### config.mk
export PLATFORM = sky130hd
export DESIGN_NAME = opc_ua_tcp_deframer_top
export DESIGN_NICKNAME = d
export VERILOG_FILES = /design/src/rtl/otd_pkg.sv /design/src/rtl/otd_parser.sv /design/src/rtl/opc_ua_tcp_deframer_top.sv
export SDC_FILE = /design/constraint.sdc
export NUM_CORES = 1
export LEC_CHECK = 0
export ABC_AREA = 1
export BUFFER_PORTS_ARGS = -buffer_cell sky130_fd_sc_hd__buf_4
export CAP_MARGIN = 20
export CORE_ASPECT_RATIO = 0.8
export CORE_MARGIN = 8
export CORE_UTILIZATION = 65
export CTS_BUF_LIST = sky130_fd_sc_hd__clkbuf_2 sky130_fd_sc_hd__clkbuf_4 sky130_fd_sc_hd__clkbuf_8
export CTS_CLUSTER_DIAMETER = 80
export CTS_CLUSTER_SIZE = 40
export DETAILED_ROUTE_END_ITERATION = 10
export PLACE_DENSITY = 0.94
export SETUP_SLACK_MARGIN = 0.15
export SLEW_MARGIN = 20
export SYNTH_ARGS = -nofsm -noshare
export SYNTH_HDL_FRONTEND = slang
export SYNTH_SLANG_ARGS = --single-unit
### constraint.sdc
create_clock -name clk -period 5.5 [get_ports clk]
set_clock_uncertainty 0.2 [all_clocks]
set_input_delay 0.55 -clock clk [delete_from_list [all_inputs] [get_ports clk]]
set_output_delay 0.55 -clock clk [all_outputs]
set_load 0.05 [all_outputs]
### src/rtl/otd_pkg.sv
// ---------------------------------------------------------------------------
// otd_pkg: shared types and constants of the OPC UA TCP deframer
// Header layout codes, character constants and the per-word result record.
// ---------------------------------------------------------------------------
package otd_pkg;

  // Header is always eight bytes: three type characters, one chunk flag and
  // a little-endian 32-bit total size.
  localparam int unsigned HDR_LEN = 8;

  // Three-character message types, first character in the upper byte.
  localparam logic [23:0] TY_HEL = 24'h48454C;
  localparam logic [23:0] TY_ACK = 24'h41434B;
  localparam logic [23:0] TY_ERR = 24'h455252;
  localparam logic [23:0] TY_MSG = 24'h4D5347;
  localparam logic [23:0] TY_OPN = 24'h4F504E;
  localparam logic [23:0] TY_CLO = 24'h434C4F;

  // Chunk flag characters.
  localparam logic [7:0] CHR_C = 8'h43;
  localparam logic [7:0] CHR_F = 8'h46;
  localparam logic [7:0] CHR_A = 8'h41;

  // Message type codes.
  localparam logic [2:0] MT_UNKNOWN = 3'd0;
  localparam logic [2:0] MT_HELLO   = 3'd1;
  localparam logic [2:0] MT_ACK     = 3'd2;
  localparam logic [2:0] MT_ERROR   = 3'd3;
  localparam logic [2:0] MT_SECURE  = 3'd4;

  // Secure message variants.
  localparam logic [1:0] SK_NONE  = 2'd0;
  localparam logic [1:0] SK_MSG   = 2'd1;
  localparam logic [1:0] SK_OPEN  = 2'd2;
  localparam logic [1:0] SK_CLOSE = 2'd3;

  // Chunk kinds.
  localparam logic [1:0] CK_UNKNOWN      = 2'd0;
  localparam logic [1:0] CK_INTERMEDIATE = 2'd1;
  localparam logic [1:0] CK_FINAL        = 2'd2;
  localparam logic [1:0] CK_ABORT        = 2'd3;

  // Error codes.
  localparam logic [1:0] ERR_NONE      = 2'd0;
  localparam logic [1:0] ERR_BAD_TYPE  = 2'd1;
  localparam logic [1:0] ERR_TOO_LARGE = 2'd2;
  localparam logic [1:0] ERR_TOO_SMALL = 2'd3;

  // Everything the parser reports for one byte.
  typedef struct packed {
    logic [7:0]  byte_out;
    logic        in_header;
    logic [2:0]  message_type;
    logic [1:0]  secure_kind;
    logic [1:0]  chunk_kind;
    logic [31:0] total_size;
    logic        message_end;
    logic [1:0]  error_code;
  } otd_result_t;

endpackage

### src/rtl/otd_parser.sv
// ---------------------------------------------------------------------------
// otd_parser: header decode and message state
// Holds the per-message state and works out the result for one byte.
// ---------------------------------------------------------------------------
module otd_parser #(
  parameter int SIZE_BITS = 32
) (
  input  logic                 clk,
  input  logic                 rst,
  input  logic                 step,
  input  logic [7:0]           data_byte,
  input  logic [31:0]          max_message_size,
  output otd_pkg::otd_result_t result
);
  import otd_pkg::*;

  logic [SIZE_BITS-1:0] byte_count, byte_count_next, count_plus;
  logic [31:0]          declared_size, declared_size_next, size_word;
  logic [15:0]          type_hi, type_hi_next;
  logic [2:0]           kind, kind_next;
  logic [1:0]           variant, variant_next;
  logic [1:0]           chunk, chunk_next;
  logic [1:0]           err, err_next;
  logic [23:0]          type_word;
  logic                 hdr, msg_end;
  logic [31:0]          tsize;
  logic                 size_over;

  always_comb begin
    byte_count_next    = byte_count;
    declared_size_next = declared_size;
    type_hi_next       = type_hi;
    kind_next          = kind;
    variant_next       = variant;
    chunk_next         = chunk;
    err_next           = err;
    hdr                = 1'b0;
    msg_end            = 1'b0;
    tsize              = 32'd0;
    count_plus         = byte_count + SIZE_BITS'(1);
    type_word          = {type_hi, data_byte};
    size_word          = {data_byte, declared_size[23:0]};
    size_over          = ((size_word >> SIZE_BITS) != 32'd0) || (size_word > max_message_size);

    if (err == ERR_NONE) begin
      if (byte_count < SIZE_BITS'(HDR_LEN)) begin
        hdr = 1'b1;
        unique case (byte_count[2:0])
          3'd0: type_hi_next = {8'h00, data_byte};
          3'd1: type_hi_next = {type_hi[7:0], data_byte};
          3'd2: begin
            unique case (type_word)
              TY_HEL: kind_next = MT_HELLO;
              TY_ACK: kind_next = MT_ACK;
              TY_ERR: kind_next = MT_ERROR;
              TY_MSG: begin
                kind_next    = MT_SECURE;
                variant_next = SK_MSG;
              end
              TY_OPN: begin
                kind_next    = MT_SECURE;
                variant_next = SK_OPEN;
              end
              TY_CLO: begin
                kind_next    = MT_SECURE;
                variant_next = SK_CLOSE;
              end
              default: err_next = ERR_BAD_TYPE;
            endcase
          end
          3'd3: begin
            unique case (data_byte)
              CHR_C:   chunk_next = CK_INTERMEDIATE;
              CHR_F:   chunk_next = CK_FINAL;
              CHR_A:   chunk_next = CK_ABORT;
              default: chunk_next = CK_UNKNOWN;
            endcase
            // Only secure MSG may be split into chunks; all others must be final.
            if (chunk_next == CK_UNKNOWN) begin
              err_next = ERR_BAD_TYPE;
            end else if (!(kind == MT_SECURE && variant == SK_MSG) &&
                         chunk_next != CK_FINAL) begin
              err_next = ERR_BAD_TYPE;
            end
          end
          default: begin
            declared_size_next[{byte_count[1:0], 3'b000} +: 8] = data_byte;
            if (byte_count[2:0] == 3'd7) begin
              tsize = size_word;
              if (size_over) begin
                err_next = ERR_TOO_LARGE;
              end else if (size_word < 32'(HDR_LEN)) begin
                err_next = ERR_TOO_SMALL;
              end
            end
          end
        endcase
        if (err_next != ERR_NONE) begin
          hdr = 1'b0;
        end
      end else begin
        tsize = declared_size;
      end
      if (err_next == ERR_NONE) begin
        byte_count_next = count_plus;
        msg_end = (count_plus >= SIZE_BITS'(HDR_LEN)) &&
                  (32'(count_plus) == declared_size_next);
      end
    end else begin
      // Frozen after an error; the size seen so far (zero if none) is repeated.
      tsize = declared_size;
    end

    result.byte_out     = data_byte;
    result.in_header    = hdr;
    result.message_type = kind_next;
    result.secure_kind  = variant_next;
    result.chunk_kind   = chunk_next;
    result.total_size   = tsize;
    result.message_end  = msg_end;
    result.error_code   = err_next;
  end

  always_ff @(posedge clk) begin
    if (rst) begin
      byte_count    <= '0;
      declared_size <= '0;
      type_hi       <= '0;
      kind          <= MT_UNKNOWN;
      variant       <= SK_NONE;
      chunk         <= CK_UNKNOWN;
      err           <= ERR_NONE;
    end else if (step) begin
      err <= err_next;
      if (msg_end) begin
        byte_count    <= '0;
        declared_size <= '0;
        type_hi       <= '0;
        kind          <= MT_UNKNOWN;
        variant       <= SK_NONE;
        chunk         <= CK_UNKNOWN;
      end else begin
        byte_count    <= byte_count_next;
        declared_size <= declared_size_next;
        type_hi       <= type_hi_next;
        kind          <= kind_next;
        variant       <= variant_next;
        chunk         <= chunk_next;
      end
    end
  end

endmodule

### src/rtl/opc_ua_tcp_deframer_top.sv
// ---------------------------------------------------------------------------
// opc_ua_tcp_deframer_top: OPC UA TCP message deframer
// Parses the 8-byte message header in a received byte stream, tags every
// byte with the decoded header fields and marks the last byte of a message.
// ---------------------------------------------------------------------------
//
//   channel   dir  width  content
//   s_axis    in   8      one received stream byte per word
//   m_axis    out  40+10  byte, size in tdata; header fields, error in tuser
//   cfg       in   32     max_message_size, write only
//
// A word is parsed while it sits in the input register and moves into the
// output register when that one is empty or being drained, and is offered
// on m_axis from there. One word can be accepted every cycle. The input
// side stalls only while both registers are full and the sink is not taking
// the output word. Reset (rst, synchronous) clears the header state, the
// sticky error and the maximum size (back to 65536). A header error freezes
// parsing until reset; bytes still pass through with the frozen fields.
// ---------------------------------------------------------------------------
module opc_ua_tcp_deframer_top #(
  parameter int SIZE_BITS = 32
) (
  input  logic        clk,
  input  logic        rst,
  // Input stream. tdata: data_byte[7:0].
  input  logic        s_axis_tvalid,
  output logic        s_axis_tready,
  input  logic [7:0]  s_axis_tdata,
  // Output stream. tdata: byte_out[7:0], total_size[39:8].
  output logic        m_axis_tvalid,
  input  logic        m_axis_tready,
  output logic [39:0] m_axis_tdata,
  // tuser: in_header[0], message_type[3:1], secure_kind[5:4],
  // chunk_kind[7:6], error_code[9:8].
  output logic [9:0]  m_axis_tuser,
  // High on the last byte of a message or chunk.
  output logic        m_axis_tlast,
  // Configuration: largest accepted total message size.
  input  logic        cfg_we,
  input  logic [31:0] cfg_wdata
);
  import otd_pkg::*;

  logic        in_valid;
  logic [7:0]  in_byte;
  logic        out_valid;
  otd_result_t out_word;
  otd_result_t parsed;
  logic        advance;
  logic [31:0] max_message_size;

  // A word moves from the input register into the output register whenever
  // the output register is empty or is being drained this cycle.
  assign advance       = in_valid && (!out_valid || m_axis_tready);
  assign s_axis_tready = !in_valid || advance;

  always_ff @(posedge clk) begin
    if (rst) begin
      max_message_size <= 32'd65536;
    end else if (cfg_we) begin
      max_message_size <= cfg_wdata;
    end
  end

  // Input register.
  always_ff @(posedge clk) begin
    if (rst) begin
      in_valid <= 1'b0;
    end else if (s_axis_tready) begin
      in_valid <= s_axis_tvalid;
    end
  end

  always_ff @(posedge clk) begin
    if (s_axis_tvalid && s_axis_tready) begin
      in_byte <= s_axis_tdata;
    end
  end

  otd_parser #(
    .SIZE_BITS(SIZE_BITS)
  ) u_parser (
    .clk              (clk),
    .rst              (rst),
    .step             (advance),
    .data_byte        (in_byte),
    .max_message_size (max_message_size),
    .result           (parsed)
  );

  // Output register.
  always_ff @(posedge clk) begin
    if (rst) begin
      out_valid <= 1'b0;
    end else if (advance) begin
      out_valid <= 1'b1;
    end else if (m_axis_tready) begin
      out_valid <= 1'b0;
    end
  end

  always_ff @(posedge clk) begin
    if (advance) begin
      out_word <= parsed;
    end
  end

  assign m_axis_tvalid = out_valid;
  assign m_axis_tdata  = {out_word.total_size, out_word.byte_out};
  assign m_axis_tuser  = {out_word.error_code, out_word.chunk_kind, out_word.secure_kind,
                          out_word.message_type, out_word.in_header};
  assign m_axis_tlast  = out_word.message_end;

`ifndef NO_ASSERTIONS
  // A message never ends on a byte that carries an error.
  a_end_without_error: assert property (@(posedge clk) disable iff (rst)
    (m_axis_tvalid && m_axis_tlast) |-> (m_axis_tuser[9:8] == ERR_NONE))
    else $error("message end marked together with an error");

  // A message that ends inside the header must be exactly header long.
  a_header_only_size: assert property (@(posedge clk) disable iff (rst)
    (m_axis_tvalid && m_axis_tlast && m_axis_tuser[0]) |-> (m_axis_tdata[39:8] == 32'd8))
    else $error("header byte ends a message whose size is not eight");

  // Header bytes are only reported while no error is pending.
  a_header_clean: assert property (@(posedge clk) disable iff (rst)
    (m_axis_tvalid && m_axis_tuser[0]) |-> (m_axis_tuser[9:8] == ERR_NONE))
    else $error("header byte reported with an error code");
`endif

endmodule

**Word-level counts from Yosys, hierarchy flattened**

Index checks and enable logic that the tools add are counted.

- Add/sub/neg operators: 2
- Magnitude comparators: 4
- Equality and inequality tests: 17
- Shifts and indexed selects: 2
- Multiplexer cells: 52
- Reduce and logical (&&, ||, !) cells: 28

Operators by type and width:

| kind | count |
|---|---|
| 32-bit 2-to-1 mux | 12 |
| 24-bit by 23-bit == test with 1-bit output (second input constant) | 6 |
| 32-bit by 4-bit less-than comparator with 1-bit output (second input constant) | 2 |
| 16-bit 2-to-1 mux | 3 |
| 2-bit 2-to-1 mux | 22 |
| 32-bit by 1-bit adder with 32-bit output (second input constant) | 1 |
| 32-bit bitwise mux | 1 |
| 32-bit == test | 1 |
| 32-bit by 4-bit >= comparator with 1-bit output (second input constant) | 1 |
| 32-bit > comparator | 1 |
| 16-bit case mux with 2 select lines | 1 |
| 8-bit by 7-bit variable shift with 32-bit output (first input constant) | 1 |
| 8-bit by 7-bit variable part select with 32-bit output | 1 |
| 8-bit by 7-bit == test with 1-bit output (second input constant) | 3 |
| 2-bit case mux with 3 select lines | 3 |
| 3-bit 2-to-1 mux | 4 |
| 3-bit case mux with 4 select lines | 1 |
| 2-bit nonzero test | 5 |
| 5-bit negation with 7-bit output | 1 |
| 3-bit by 2-bit == test with 1-bit output (second input constant) | 2 |
| 3-bit == test (second input constant) | 2 |
| 2-bit logical NOT | 3 |
| 6-bit OR reduction | 1 |
| 1-bit logical AND | 5 |
| 14 further kinds | 22 |

- Register bits: 182
- Output and inout bits: 53
- Logic and storage cells: 124

**Depth between registers and ports, before layout**

Gate-level depths: netlist of run 1.

- Depth in word-level cells: 19
- Depth in mapped cells: 27
- Gate-level depth less buffers: 24

**Modules after synthesis**

A second synthesis of run 1 with hierarchy kept.

- Cell total of the unflattened synthesis: 1,875
- Area, all modules: 11,928.9 um2

By module, submodules not included:

| module | times used | cells an instance | area an instance (um2) |
|---|---|---|---|
| otd_parser | 1 | 1,665 | 8,954.8 |
| opc_ua_tcp_deframer_top | 1 | 210 | 2,974.1 |

**Worst setup path after synthesis of run 1**

No wires, ideal clock.

- Path type: register to register
- Start point: register u_parser.byte_count[0]
- End point: register u_parser.chunk[1]
- Library setup time: 132 ps
- Arrival: 2,993 ps
- Required time: 5,168 ps
- Path slack: 2,175 ps
- Cell stages (with the launch flop): 27
- Path buffers: 5
- Clock period less this slack: 3,325 ps
- Cell sequence: dfxtp_1 buf_2 inv_2 buf_2 ha_1 buf_2 inv_1 nor2_1 nand3_1 nand2_1 nand2_1 nand2_1 nand2_1 nand2_1 nand2_1 nand2_1 nand2_1 nor2_1 nand2_1 nor2_1 nand2_1 nor2_1 nand3_2 buf_4 buf_4 nand3_1 a21oi_1

- Longest elaborated chain between the ends: 11
- Elaborated cells between the ends (all ways): 32

RTL lines:

| what | RTL line | text |
|---|---|---|
| from (decl) | otd_parser.sv:17 | `logic [SIZE_BITS-1:0] byte_count, byte_count_next, count_plus;` |
| from (signal assigned) | otd_parser.sv:143 | `byte_count <= byte_count_next;` |
| parallel branches: the longest is 10 deep, another holds 32-bit by 1-bit adder with 32-bit output | - |  |
| 2-bit 2-to-1 mux * | otd_parser.sv:135 | `if (msg_end) begin` |
| to (signal assigned) | otd_parser.sv:148 | `chunk <= chunk_next;` |
| to (decl) | otd_parser.sv:22 | `logic [1:0] chunk, chunk_next;` |

Every way passes the cells marked *. The select of a mux whose other input is x is not followed.
A chain may end at the register's enable or synchronous reset.

**Final worst setup path of run 1**

- Start point: register u_parser.byte_count[0]
- End point: register u_parser.type_hi[1]

- Longest elaborated chain between the ends: 12
- Elaborated cells between the ends (all ways): 33

RTL lines:

| what | RTL line | text |
|---|---|---|
| parallel branches: the longest is 12 deep, another holds 32-bit by 1-bit adder with 32-bit output | - |  |
| to (signal assigned) | otd_parser.sv:145 | `type_hi <= type_hi_next;` |
| to (decl) | otd_parser.sv:19 | `logic [15:0] type_hi, type_hi_next;` |

Several ways; the timed one is not identified. The select of a mux whose other input is x is not followed.

==> results of run 1 <==
area by class of cell:
class                           instances  share of cell area, %
Clock buffer                           19                   1.90
Clock inverter                         13                   1.03
Timing Repair Buffer                  111                   6.27
Sequential cell                       182                   31.5
Tap cell                              258                   2.41
Multi-Input combinational cell       1502                   50.7
Inverter                              221                   6.19
per-layer routing:
layer / wire length (um) / part of all wire (%) / up-vias / global-route usage (%)
met5: 0 / 0 / - / 0
met4: 1480 / 3.6 / 0 / 12.0
met3: 5660 / 14 / 140 / 7.85
met2: 16700 / 41 / 960 / 47.9
met1: 16900 / 41 / 6114 / 48.4
li1: - / - / 6454 / -
cells by family after synthesis:
family | Yosys count | share of synthesized area (%)
xor+xnor | 8 | 0.573
flops | 182 | 34.6
simple gates | 1235 | 41.6
fa+ha+maj | 40 | 4.09
compound gates | 219 | 9.28
buf+inv | 302 | 9.89
worst max-delay path by stage:
stage	from	endpoint	slack (ps)	cells past startpoint
floorplan	u_parser.byte_count[0]	u_parser.chunk[1]	2170	26
global placement	u_parser.byte_count[0]	u_parser.type_hi[14]	1140	21
detailed placement	u_parser.byte_count[0]	u_parser.type_hi[1]	870	21
CTS	u_parser.byte_count[0]	u_parser.type_hi[1]	770	21
global route	u_parser.byte_count[0]	u_parser.type_hi[1]	350	21
finish	u_parser.byte_count[0]	u_parser.type_hi[1]	610	21
placed cells by master, fill, tap and decap left out, types with 10 or more instances in the layout:
master and count:
nor2_1 219, a21oi_1 137, dfxtp_1 123, buf_4 110
nand4_1 48, o21ai_0 67, clkbuf_8 18, nand3b_1 11
nor3_1 10, ha_1 40, nand3_1 184, nand2_1 744
edfxtp_1 59, inv_1 210
state kept, by name, summed over array words and instances, names as in the netlist:
register	flops
m_axis_tuser	10
u_parser.chunk	2
u_parser.byte_count	32
in_valid	1
m_axis_tlast	1
u_parser.variant	2
u_parser.kind	3
in_byte	8
m_axis_tdata	40
u_parser.declared_size	32
u_parser.err	2
u_parser.type_hi	16
m_axis_tvalid	1
max_message_size	32
critical path, stage by stage (launching register included):
cell	delay, ps
dfxtp_1	630
inv_2	220
ha_1	400
o21ai_1	260
nand3_1	530
buf_4	450
nand2_1	90
nand2_1	50
nand2_1	90
nand2_1	60
nand2_1	60
nand2_1	90
nor2_1	110
nand2_1	60
nor2_1	220
nand3_1	110
nor2_1	130
nand3_1	170
nand2_2	500
nand3_1	150
nand2_1	120
nor2_1	60
where the power goes:
part / switching [W] / internal (W) / total, W / leakage, nW
clock: 0.000561 / 0.000391 / 0.000952 / 0.197
sequential: 0.0000557 / 0.00144 / 0.00150 / 1.57
combinational: 0.000476 / 0.000213 / 0.000688 / 4.54
total: 0.00109 / 0.00204 / 0.00314 / 6.30
metrics by stage:
stage / power [W] / utilization, % / area [um^2]
4_1_cts: 0.00310 / 71.8 / 13400
3_5_place_dp: 0.00218 / 69.7 / 13000
2_1_floorplan: 0.00199 / - / 12200
5_1_grt: 0.00325 / 71.8 / 13400
3_3_place_gp: 0.00217 / 69.6 / 13000
6_report: 0.00314 / 71.8 / 13400
==> flow_summary.ini, run 1 <==
[setup_path]
criticalPathCategory = flip-flop to flip-flop
end_kind = flip-flop
crit_arrival_ps = 5060
rrSetupSlack_ps = 610
worst-r2r-cell-count = 21
critPathRequiredTime_ps = 5680
timing.rr.end = u_parser.type_hi[1]
r2r-start = u_parser.byte_count[0]
start_kind = flip-flop
path_max_fanout = 32

[finish]
seqCellArea_mm2 = 0.00423
multi_input_area_mm2 = 0.00680
diodes = 0
area_growth_pct = 9.67
post_route_cells_drive_above_1_share_pct = 7.96
nNetsFinal = 2120
fillers = 1632
final_cells = 2306

[routing]
viasPerCell = 5.93
drt_iter0_drc = 2208
remaining_drc_errors = 0
drtPass1Iterations = 8
vias = 13700
wirelength_um = 40700
wl_per_cell_um = 17.6
drtAntennaViolNets = 0

[global_routing]
grt_pass1_wl_um = 62900
grt-ovfl-total = 0
grtUsageTotal_pct = 33.6
antenna_found_initial = 0
grt_start_max_net_pins = 77
grt_pass1_vias = 11900

[yosys]
ys_seq_elements = 182
synth_fp_nets = 2071
synth_edf_count = 59
synth_area_leaders = nand2_1, dfxtp_1, edfxtp_1
synth_ff_type = dfxtp_1
synth_top_area_share_pct = 22.8
synth_seq_area_share_pct = 34.6
yosysWarnings = 0
avgSynthCellArea_um2 = 6.16
synth_area_leader_cell = nand2_1
synth_common_cells = nand2_1, nor2_1, inv_1
async_reset_ff_share_pct = 0
syn_inst = 1986
synthDistinctLibCells = 36
synth_most_common_cell = nand2_1
synth_area_mm2 = 0.0122

[cts]
postCtsHoldBufs = 0
cts_max_level = 4
cts.sinks = 182
ctsLongestPathBuffers = 2
clock_latency_ps = 510
cts_resized = 0
clkSlewWorstSetupHoldPaths_ps = 110
numCtsBuffers = 17
cts-root-buf = clkbuf_8
cts_setup_buffers = 0
cts_tree = built

[pwr]
power_density_mw_per_mm2 = 234
vdd_ir_drop_max_mv = 0.181
power.leakage_nw = 6.30

[die]
die_w_um = 169
die-area_mm2 = 0.0235
row_count = 45
fp.dieH_um = 139
start_util_pct = 65.5
core_area_mm2 = 0.0187
num_io_pins = 98

[placement]
place_ws_ps = 874
io_buffers = 97
dp.cells = 2274
dpl.hpwl_um = 29500
gp_congestion = 0.985

[sta]
final-hold-violation-count = 0
rsz0062_at_grt = no
fin_setup_tns_ps = 0
final_max_slew_viol_count = 0
period_needed_ps = 4890
holdWs_ps = 23.7
setup_viol = 0
period_share_pct = 88.9
slew_headroom_pct = 20.8
worstMarginPinSlew_ps = 1190
setup_slack_ps = 613
max_freq_mhz = 205

[status]
status = completed

[hold_path]
hold_end = in_byte[3]
hold_depth = 1
hold_start = s_axis_tdata[3]
hp-class = input port to flip-flop

[job]
max-cap-violations = 0
(Power assumes the default switching activity.)
==> inputs of run 2 (changes only) <==
--- a/config.mk
+++ b/config.mk
@@ -10,12 +10,12 @@
 export CAP_MARGIN = 20
 export CORE_ASPECT_RATIO = 0.8
 export CORE_MARGIN = 8
-export CORE_UTILIZATION = 65
+export CORE_UTILIZATION = 29
 export CTS_BUF_LIST = sky130_fd_sc_hd__clkbuf_2 sky130_fd_sc_hd__clkbuf_4 sky130_fd_sc_hd__clkbuf_8
 export CTS_CLUSTER_DIAMETER = 80
 export CTS_CLUSTER_SIZE = 40
 export DETAILED_ROUTE_END_ITERATION = 10
-export PLACE_DENSITY = 0.94
+export PLACE_DENSITY = 0.55
 export SETUP_SLACK_MARGIN = 0.15
 export SLEW_MARGIN = 20
 export SYNTH_ARGS = -nofsm -noshare
==> run 2 against run 1 <==
Against the previous run:
- core utilization decreased by 38 points
- die area increased by 110%
- sequential cell count unchanged
- sequential share of layout area decreased by 1.2 points
- design area increased by 4.0%
- non-clock buffer count increased by 16
- worst hold slack improved by 29 ps
- largest power group unchanged
- highest routed layer unchanged
==> flow_summary.ini, run 2 (synthesis results as in run 1) <==
[cts]
cts.sinks = 182
ctsLongestPathBuffers = 2
clock_latency_ps = 520
numCtsBuffers = 17
cts_tree = built
cts-root-buf = clkbuf_8
clkSlewWorstSetupHoldPaths_ps = 100
cts_max_level = 4

[routing]
drtPass1Iterations = 5
drtAntennaViolNets = 0
wl_met3_um = 3110
vias = 13000
topRoutingLayerUsed = met4
viasPerCell = 4.97
remaining_drc_errors = 0
drt_iter0_drc = 1305
wl_met2_um = 18000
drt-met1-wl_um = 21600
wirelength_um = 43500
wl_per_cell_um = 16.6

[finish]
final_cell_mix = nand2_1, nor2_1, inv_1
area_growth_pct = 14.1
post_route_cells_drive_above_1_share_pct = 8.19
final_cells = 2616
nNetsFinal = 2136
final_common_cell = nand2_1
largest_reg_flops = 40
diodes = 0

[setup_path]
timing.rr.end = u_parser.type_hi[9]
start_kind = flip-flop
r2r-start = u_parser.byte_count[0]
slowest_delay_ps = 670
rrSetupSlack_ps = 650
end_kind = flip-flop
critPathRequiredTime_ps = 5710
critPathSlowestCell = dfxtp_1
crit_top_cell = nand2_1
criticalPathCategory = flip-flop to flip-flop
path_cells = inv_2, ha_1, o21ai_1, nand3_1, buf_4, nand2_1, nand2_1, nand2_1, nand2_1, nand2_1, nand2_1, nor2_1, nand2_1, nor2_1, nand2_1, nor2_1, nand3_2, buf_4, nand2_1, nand3_1, nand2_1, nor2_1
worstSetupEndpoint = u_parser.type_hi[9]
worst-r2r-cell-count = 22
path_max_fanout = 29
crit_arrival_ps = 5060
critPathLaunch = u_parser.byte_count[0]

[sta]
max_freq_mhz = 206
period_share_pct = 88.2
final_max_slew_viol_count = 0
rsz0062_at_grt = no
period_needed_ps = 4850
fin_setup_tns_ps = 0
slew_headroom_pct = 34.4
setup_viol = 0
worstMarginPinSlew_ps = 985
final-hold-violation-count = 0

[placement]
dp.cells = 2576
gp_congestion = 0.987
dpl.hpwl_um = 32700
io_buffers = 97

[pwr]
power.leakage_nw = 6.40
vdd_ir_drop_max_mv = 0.135
power_density_mw_per_mm2 = 228

[global_routing]
grt_start_max_net_pins = 77
antenna_found_initial = 0
grtUsageTotal_pct = 17.7
grt_pass1_wl_um = 68300
grt_pass1_vias = 11900
grt-ovfl-total = 0

[hold_path]
hp-class = input port to flip-flop

[die]
die_w_um = 246
start_util_pct = 29.3
row_count = 67
die-area_mm2 = 0.0491
fp.dieH_um = 200
core_area_mm2 = 0.0417
num_io_pins = 98

[status]
status = completed

[job]
max-cap-violations = 0
[run 2: worst max-delay path, delay by kind of cell, from the launching register on]
family	cells	cell delay [ps]
simple gates	17	2070
compound gates	1	380
fa+ha+maj	1	400
buf+inv	3	980
flops	1	670
[run 2: final cells by class]
cell class	instances	area (um^2)
clock buffer	18	241
clock inverter	14	171
fill	4628	27800
inverter	221	831
multi-input combinational	1502	6810
sequential	182	4230
tap	552	691
timing repair buffer	127	981
[run 2: power by group]
part	switching, W	internal, W
logic	0.000475	0.000218
clock network	0.000533	0.000459
registers	0.0000515	0.00144
total	0.00106	0.00212
[run 2: metal layers]
metal	up-vias	GRT usage (%)
li1	6479	-
met1	6065	26.2
met2	415	26.0
met3	51	3.14
met4	0	4.73
met5	-	0
[run 2: worst min path at each step]
| stage | startpoint | endpoint | slack [ps] | cells after the start |
|---|---|---|---|---|
| 2_1_floorplan | max_message_size[24] | max_message_size[24] | 240 | 2 |
| 3_3_place_gp | max_message_size[31] | max_message_size[31] | 250 | 2 |
| 3_5_place_dp | max_message_size[17] | max_message_size[17] | 260 | 2 |
| 4_1_cts | cfg_wdata[16] | max_message_size[16] | 20 | 3 |
| 5_1_grt | cfg_we | max_message_size[16] | 20 | 2 |
| 6_report | cfg_wdata[16] | max_message_size[16] | 50 | 3 |
[run 2: stage by stage]
step                      utilization [%]  total power, W  setup WS [ps]  area [um^2]  hold slack, ps
after detailed placement             32.2         0.00220            924        13500             256
after global placement               32.2         0.00220            962        13400             252
after global routing                 33.4         0.00336            198        14000            24.8
after CTS                            33.4         0.00321            877        14000            19.5
final                                33.4         0.00318            650        14000            53.2
after floorplan                         -         0.00199           2170        12200             237
[run 2: what timing repair did]
item                                   CTS  global route
endpoints found under the hold margin    8             0
setup buffers                            0             0
hold buffers                             8             0
resized for setup                        0             0
